## config.mk

```make
export PLATFORM = sky130hd
export DESIGN_NAME = additive_alpha_pixel_blend_top
export DESIGN_NICKNAME = d
export VERILOG_FILES = /design/src/sv/abl_pkg.sv /design/src/sv/abl_div.sv /design/src/sv/additive_alpha_pixel_blend_top.sv
export SDC_FILE = /design/constraint.sdc
export NUM_CORES = 2
export LEC_CHECK = 0
export BUFFER_PORTS_ARGS = -buffer_cell sky130_fd_sc_hd__buf_4
export CORE_MARGIN = 2
export CORE_UTILIZATION = 30
export DETAILED_ROUTE_END_ITERATION = 10
export PLACE_DENSITY = 0.55
export SYNTH_ARGS = -nofsm -noshare
export SYNTH_HDL_FRONTEND = slang
export SYNTH_SLANG_ARGS = --single-unit
```

## constraint.sdc

```tcl
create_clock -name i_clk -period 5.2 [get_ports i_clk]
set_input_delay 0.26 -clock i_clk [delete_from_list [all_inputs] [get_ports i_clk]]
set_output_delay 0.26 -clock i_clk [all_outputs]
set_load 0.05 [all_outputs]
```

## src/sv/abl_pkg.sv

```systemverilog
// Shared types and constants for the additive alpha pixel blend block.
package abl_pkg;

    localparam int CHAN_W     = 8;
    localparam int NUM_W      = 2 * CHAN_W;
    localparam int NCH        = 3;
    localparam int DIV_BITS   = 2;
    localparam int DIV_STAGES = CHAN_W / DIV_BITS;

    localparam logic [CHAN_W-1:0] ALPHA_MAX = 8'd255;

    localparam int CH_BLUE  = 0;
    localparam int CH_GREEN = 1;
    localparam int CH_RED   = 2;

    typedef logic [CHAN_W-1:0]           t_chan;
    typedef logic [NUM_W-1:0]            t_num;
    typedef logic [NCH-1:0][CHAN_W-1:0]  t_rgb;

    typedef struct packed {
        t_chan da;
        t_rgb  bg;
    } t_side;

endpackage

```

## src/sv/abl_div.sv

```systemverilog
// Pipelined restoring divider: 16-bit numerator by 8-bit divisor, 8-bit quotient.
module abl_div (
    input  logic          i_clk,
    input  abl_pkg::t_num  i_num,
    input  abl_pkg::t_chan i_div,
    output abl_pkg::t_chan o_quo
);

    abl_pkg::t_num  r_rem [abl_pkg::DIV_STAGES-1];
    abl_pkg::t_chan r_dv  [abl_pkg::DIV_STAGES-1];
    abl_pkg::t_chan r_quo [abl_pkg::DIV_STAGES];

    for (genvar k = 0; k < abl_pkg::DIV_STAGES; k++) begin : g_stage
        abl_pkg::t_num  rem_in;
        abl_pkg::t_chan quo_in;
        abl_pkg::t_chan dv_in;
        abl_pkg::t_num  n_rem;
        abl_pkg::t_chan n_quo;

        if (k == 0) begin : g_first
            assign rem_in = i_num;
            assign quo_in = '0;
            assign dv_in  = i_div;
        end else begin : g_next
            assign rem_in = r_rem[k-1];
            assign quo_in = r_quo[k-1];
            assign dv_in  = r_dv[k-1];
        end

        always_comb begin
            abl_pkg::t_num trial;
            logic          ge;
            n_rem = rem_in;
            n_quo = quo_in;
            for (int j = 0; j < abl_pkg::DIV_BITS; j++) begin
                trial = abl_pkg::t_num'(dv_in)
                        << (abl_pkg::CHAN_W - 1 - k * abl_pkg::DIV_BITS - j);
                ge    = (n_rem >= trial);
                if (ge) begin
                    n_rem = n_rem - trial;
                end
                n_quo = {n_quo[abl_pkg::CHAN_W-2:0], ge};
            end
        end

        always_ff @(posedge i_clk) begin
            r_quo[k] <= n_quo;
        end

        if (k < abl_pkg::DIV_STAGES - 1) begin : g_carry
            always_ff @(posedge i_clk) begin
                r_rem[k] <= n_rem;
                r_dv[k]  <= dv_in;
            end
        end
    end

    assign o_quo = r_quo[abl_pkg::DIV_STAGES-1];

endmodule

```

## src/sv/additive_alpha_pixel_blend_top.sv

```systemverilog
// Additive alpha pixel blend: top level with weight, product, divider and output stages.
//
// Usage:
//   Drive one foreground/background BGRA pixel pair on the i_fg_* and i_bg_*
//   ports and raise start; the pair transfers at the rising edge where start
//   is high and busy is low. busy is high only while reset is held, so one
//   pair can transfer in every clock cycle.
//   Each blended pixel appears on the o_out_* ports for exactly one cycle,
//   flagged by o_valid, after its pair has passed the register for the
//   saturated alpha and weights, the one for the weighted sums, the
//   divider stages (two quotient bits per stage) and the output register.
//   Throughput is one pixel per clock.
//   Results leave in transfer order and the receiver must take each one in
//   the cycle it is shown; there is no backpressure.
//   A synchronous reset (i_rst_n low) clears all valid bits, so any pixels
//   in flight are dropped and o_valid stays low until new pairs arrive.
//   When both alphas are zero the color channels pass the background.
module additive_alpha_pixel_blend_top (
    input  logic       i_clk,
    input  logic       i_rst_n,
    input  logic       start,
    output logic       busy,
    input  logic [7:0] i_fg_blue,
    input  logic [7:0] i_fg_green,
    input  logic [7:0] i_fg_red,
    input  logic [7:0] i_fg_alpha,
    input  logic [7:0] i_bg_blue,
    input  logic [7:0] i_bg_green,
    input  logic [7:0] i_bg_red,
    input  logic [7:0] i_bg_alpha,
    output logic       o_valid,
    output logic [7:0] o_out_blue,
    output logic [7:0] o_out_green,
    output logic [7:0] o_out_red,
    output logic [7:0] o_out_alpha
);

    logic                   accept;
    logic [abl_pkg::CHAN_W:0] sum_alpha;

    abl_pkg::t_chan n_s1_da;
    abl_pkg::t_chan n_s1_wb;
    abl_pkg::t_rgb  n_s1_fg;
    abl_pkg::t_rgb  n_s1_bg;

    logic           r_s1_vld;
    abl_pkg::t_chan r_s1_fa;
    abl_pkg::t_chan r_s1_wb;
    abl_pkg::t_rgb  r_s1_fg;
    abl_pkg::t_side r_s1_side;

    abl_pkg::t_num  n_s2_num [abl_pkg::NCH];
    abl_pkg::t_num  r_s2_num [abl_pkg::NCH];
    logic           r_s2_vld;
    abl_pkg::t_side r_s2_side;

    logic           r_dp_vld  [abl_pkg::DIV_STAGES];
    abl_pkg::t_side r_dp_side [abl_pkg::DIV_STAGES];

    abl_pkg::t_chan quo [abl_pkg::NCH];
    abl_pkg::t_side last_side;
    abl_pkg::t_rgb  n_out_rgb;

    logic           r_out_vld;
    abl_pkg::t_rgb  r_out_rgb;
    abl_pkg::t_chan r_out_alpha;

    assign busy   = !i_rst_n;
    assign accept = start && !busy;

    assign sum_alpha = {1'b0, i_fg_alpha} + {1'b0, i_bg_alpha};
    assign n_s1_da   = sum_alpha[abl_pkg::CHAN_W] ? abl_pkg::ALPHA_MAX
                                                  : sum_alpha[abl_pkg::CHAN_W-1:0];
    assign n_s1_wb   = n_s1_da - i_fg_alpha;

    always_comb begin
        n_s1_fg[abl_pkg::CH_BLUE]  = i_fg_blue;
        n_s1_fg[abl_pkg::CH_GREEN] = i_fg_green;
        n_s1_fg[abl_pkg::CH_RED]   = i_fg_red;
        n_s1_bg[abl_pkg::CH_BLUE]  = i_bg_blue;
        n_s1_bg[abl_pkg::CH_GREEN] = i_bg_green;
        n_s1_bg[abl_pkg::CH_RED]   = i_bg_red;
    end

    always_ff @(posedge i_clk) begin
        r_s1_fa      <= i_fg_alpha;
        r_s1_wb      <= n_s1_wb;
        r_s1_fg      <= n_s1_fg;
        r_s1_side.da <= n_s1_da;
        r_s1_side.bg <= n_s1_bg;
    end

    always_comb begin
        for (int c = 0; c < abl_pkg::NCH; c++) begin
            n_s2_num[c] = abl_pkg::t_num'(r_s1_fg[c]) * abl_pkg::t_num'(r_s1_fa)
                        + abl_pkg::t_num'(r_s1_side.bg[c]) * abl_pkg::t_num'(r_s1_wb);
        end
    end

    always_ff @(posedge i_clk) begin
        r_s2_num  <= n_s2_num;
        r_s2_side <= r_s1_side;
    end

    for (genvar c = 0; c < abl_pkg::NCH; c++) begin : g_chan
        abl_div u_div (
            .i_clk (i_clk),
            .i_num (r_s2_num[c]),
            .i_div (r_s2_side.da),
            .o_quo (quo[c])
        );
    end

    always_ff @(posedge i_clk) begin
        r_dp_side[0] <= r_s2_side;
        for (int k = 1; k < abl_pkg::DIV_STAGES; k++) begin
            r_dp_side[k] <= r_dp_side[k-1];
        end
    end

    assign last_side = r_dp_side[abl_pkg::DIV_STAGES-1];

    always_comb begin
        for (int c = 0; c < abl_pkg::NCH; c++) begin
            n_out_rgb[c] = (last_side.da == '0) ? last_side.bg[c] : quo[c];
        end
    end

    always_ff @(posedge i_clk) begin
        r_out_rgb   <= n_out_rgb;
        r_out_alpha <= last_side.da;
    end

    always_ff @(posedge i_clk) begin
        if (!i_rst_n) begin
            r_s1_vld  <= 1'b0;
            r_s2_vld  <= 1'b0;
            r_out_vld <= 1'b0;
            for (int k = 0; k < abl_pkg::DIV_STAGES; k++) begin
                r_dp_vld[k] <= 1'b0;
            end
        end else begin
            r_s1_vld    <= accept;
            r_s2_vld    <= r_s1_vld;
            r_dp_vld[0] <= r_s2_vld;
            for (int k = 1; k < abl_pkg::DIV_STAGES; k++) begin
                r_dp_vld[k] <= r_dp_vld[k-1];
            end
            r_out_vld <= r_dp_vld[abl_pkg::DIV_STAGES-1];
        end
    end

    assign o_valid     = r_out_vld;
    assign o_out_blue  = r_out_rgb[abl_pkg::CH_BLUE];
    assign o_out_green = r_out_rgb[abl_pkg::CH_GREEN];
    assign o_out_red   = r_out_rgb[abl_pkg::CH_RED];
    assign o_out_alpha = r_out_alpha;

    a_valid_follows_transfer: assert property (@(posedge i_clk) disable iff (!i_rst_n)
        o_valid |-> $past(accept, 7))
        else $error("result strobe without a matching transfer");

    a_alpha_sum: assert property (@(posedge i_clk) disable iff (!i_rst_n)
        (o_valid && o_out_alpha != abl_pkg::ALPHA_MAX) |->
        ({1'b0, o_out_alpha} == {1'b0, $past(i_fg_alpha, 7)} + {1'b0, $past(i_bg_alpha, 7)}))
        else $error("result alpha is not the sum of the input alphas");

    a_opaque_copy: assert property (@(posedge i_clk) disable iff (!i_rst_n)
        (o_valid && $past(i_fg_alpha, 7) == abl_pkg::ALPHA_MAX) |->
        (o_out_blue == $past(i_fg_blue, 7) && o_out_red == $past(i_fg_red, 7)))
        else $error("opaque foreground not copied");

    a_zero_alpha_bg: assert property (@(posedge i_clk) disable iff (!i_rst_n)
        (o_valid && o_out_alpha == '0) |->
        (o_out_green == $past(i_bg_green, 7) && o_out_red == $past(i_bg_red, 7)))
        else $error("zero alpha did not pass the background");

endmodule

```

==> run_results.csv <==
group,metric,value,unit
yosys,synth-seq-area-share,29.1,%
timing,setup_viol,5,
timing,fin_crit_sh,103,%
route,num_vias,26300,
timing,skew,45.7,ps
floorplanning,rows,127,
setup_path,path_class,"reg -> reg",
placement,port_buffers,100,
setup_path,cp-start-kind,"flip-flop",
job,maxCapViolCount,0,
timing,setup_ws,-152,ps
setup_path,r2r_setup_slack,-150,ps
yosys,synthTopCellsByCount,"547 x inv_1, 523 x dfxtp_1, 396 x ha_1, 311 x fa_1, 270 x and2_1",
route,first_iter_violations,1045,
run_status,violations,"negative setup slack",
final_layout,stdcell_area,44300,µm²
global_route,grt_pass1_wl,145000,µm
clock_network,clockRootBuffer,"clkbuf_16",
setup_path,cp.arrival,5830,ps
min_path,hold_class,"in -> reg",
setup_path,slowest_stage,"fa_1",
setup_path,path_cells,"buf_12 -> and2_4 -> fa_1 -> inv_2 -> fa_1 -> inv_1 -> fa_1 -> fa_1 -> fa_1 -> inv_2 -> fa_1 -> inv_2 -> ha_4 -> nor2_2 -> nor2_2 -> nand3_1 -> and3_4 -> o41ai_4 -> a21oi_2 -> xor2_1",
yosys,synth_edf_count,0,
route,avgViaCountPerCell,4.52,
clock_network,cts_buffer_depth,3,
global_route,grt-ovfl-total,0,
placement,place_area,40400,µm²
yosys,yosys_warnings,0,
clock_network,cts_buffers,56,
route,drc,0,
final_layout,syn_to_final_growth,23.1,%
floorplanning,dieHeight,350,µm
route,routed_wl,92700,µm
yosys,syn_avg_cell_area,9.64,µm²
setup_path,critPathMaxFanout,14,
clock_network,clock-sinks,523,
yosys,yosys.area.top_type,"dfxtp_1",
setup_path,max_stage_delay,550,ps
setup_path,cp-end-kind,"flip-flop",
timing,rsz0062_at_grt,"true",
yosys,syn_nets,4510,
global_route,track_usage,14.9,%
route,post_drt_wl_per_cell,15.9,µm
yosys,yosysMostFrequentCell,"inv_1",
route,drtAntennaViolNets,0,
floorplanning,die_area,123000,µm²
clock_network,cts_tree,"yes",
yosys,synth_ff_type,"dfxtp_1",
floorplanning,core-area,119000,µm²
timing,max_clock_freq,187,MHz
setup_path,crit_top_cell,"fa_1",
yosys,netlist_area,36000,µm²
timing,slew-limit-headroom,32.3,%
clock_network,htreeDepth,2,
clock_network,clock_latency,660,ps
route,dr.pass1.iters,7,
clock_network,path_clk_slew,60,ps
yosys,synthCells,3736,
timing,slew_violations,0,
global_route,antenna_found_initial,2,
final_layout,layout-drive-gt1-share,17.7,%
placement,place_congestion,0.890,
placement,hpwlAfterDp,73800,µm
floorplanning,ios,101,
yosys,yosysUniqueCellTypes,91,
timing,hold_viol_final,0,
yosys,ys_ff_latch,523,
timing,fin_crit,5350,ps
global_route,grt_pass1_vias,26600,
floorplanning,start_util,30.1,%
yosys,ys_top_cells_by_area,"dfxtp_1 29%, fa_1 17%, ha_1 14%",
yosys,async_reset_ff_share,0,%
global_route,grt_max_degree,25,
run_status,status,"complete, but fails checks",
floorplanning,die_x,350,µm
yosys,yosysTopAreaCellShare,29.1,%
timing,worstMarginPinSlew,1010,ps
final_layout,layout.nets,4937,
setup_path,cp_data_required_time,5680,ps
==> layout make-up <==
type | count | area, µm²
clock buffers | 65 | 1510
diodes | 1 | 2.50
well taps | 1612 | 2020
inverters | 550 | 2070
clock inverters | 38 | 664
multi-input cells | 2606 | 23800
flip-flops and latches | 523 | 10500
fillers | 12100 | 75200
repair buffers | 426 | 3750
==> what timing repair did <==
item                       CTS  global route
hold buffers                60             0
resized for setup           66           155
setup endpoints to repair   12            42
cloned                       0             3
hold endpoints to repair    66             0
pin swaps                   29            95
buffers inserted             9            38
==> metrics by stage <==
step | hold slack [ps] | utilization (%) | setup WS, ps | setup TNS, ps | cells
after floorplan | 288 | - | 15.1 | 0 | 3736
after global placement | 310 | 33.8 | -149 | -1030 | 5611
after detailed placement | 312 | 33.8 | -314 | -2250 | 5611
after CTS | 68.9 | 36.4 | -67.0 | -67.7 | 5781
after global routing | 116 | 37.1 | -327 | -2190 | 5820
final | 109 | 37.1 | -152 | -412 | 5821
==> kinds of logic (layout without fill, tap and decap cells) <==
family                   after synthesis  count (layout)  synth area share, %
buffers and inverters                607            1079                 6.39
multiplexers                         130             130                 4.00
AO/OA/AOI/OAI                        585             585                 10.5
XOR/XNOR                             172             172                 4.20
other                                  0               1                    0
adder cells (fa/ha/maj)              707             707                 31.1
AND/OR/NAND/NOR                     1012            1012                 14.8
flip-flops                           523             523                 29.1
==> critical path: cells and delay by family, from the launching register on <==
family | cells | cell delay [ps]
fa+ha+maj | 7 | 3310
xor+xnor | 1 | 150
flops | 1 | 330
buf+inv | 5 | 320
simple gates | 5 | 590
compound gates | 2 | 450
==> state kept, by name (all words and copies together), names as in the netlist, 8 cells and up <==
signal and cells:
g_chan.u_div.r_rem 144, r_dp_side 126, g_chan.u_div.r_quo 60, r_s2_num 48
r_s1_side 32, r_s2_side 32, r_s1_fg 24, o_out_alpha 8
o_out_blue 8, o_out_green 8, o_out_red 8, r_s1_fa 8
r_s1_wb 8
==> layer usage <==
metal / vias to the layer above / GRT usage [%] / wire [µm]
met2: 436 / 25.1 / 42800
met4: 0 / 4.12 / 2850
met1: 12500 / 20.2 / 43600
li1: 13200 / - / -
met5: - / 0 / 0
met3: 134 / 1.65 / 3410
==> path summary, 6_finish.rpt <==
check	start	end	cells after the start
max	r_s1_fa[6]$_DFF_P_	r_s2_num[15]$_DFF_P_	20
min	i_bg_alpha[1]	r_s1_side[25]$_DFF_P_	4
max reg2reg	r_s1_fa[6]$_DFF_P_	r_s2_num[15]$_DFF_P_	20
min reg2reg	r_dp_side[0][17]$_DFF_P_	r_dp_side[1][17]$_DFF_P_	0
==> layout by cell type (no fill, tap or decap), types with 19 or more instances in the layout <==
master           n
inv_1          522
dfxtp_1        494
ha_1           385
buf_4          318
fa_1           305
and2_1         251
nand2_1        226
nor2_1         180
a21oi_1        159
o21ai_0        122
xnor2_1        109
mux2_2          83
a21o_1          64
xor2_1          61
dlygate4sd3_1   60
clkbuf_16       59
nor3_1          54
nor2b_1         40
o21a_1          34
nand2b_1        33
nand4_1         28
nand3_1         28
inv_2           27
mux2i_1         27
buf_6           23
dfxtp_2         21
buf_12          20
and2_4          19
Power is left out: the tool's default activity adds up to more than one toggle a clock period on the data nets, which glitch-free logic cannot reach.
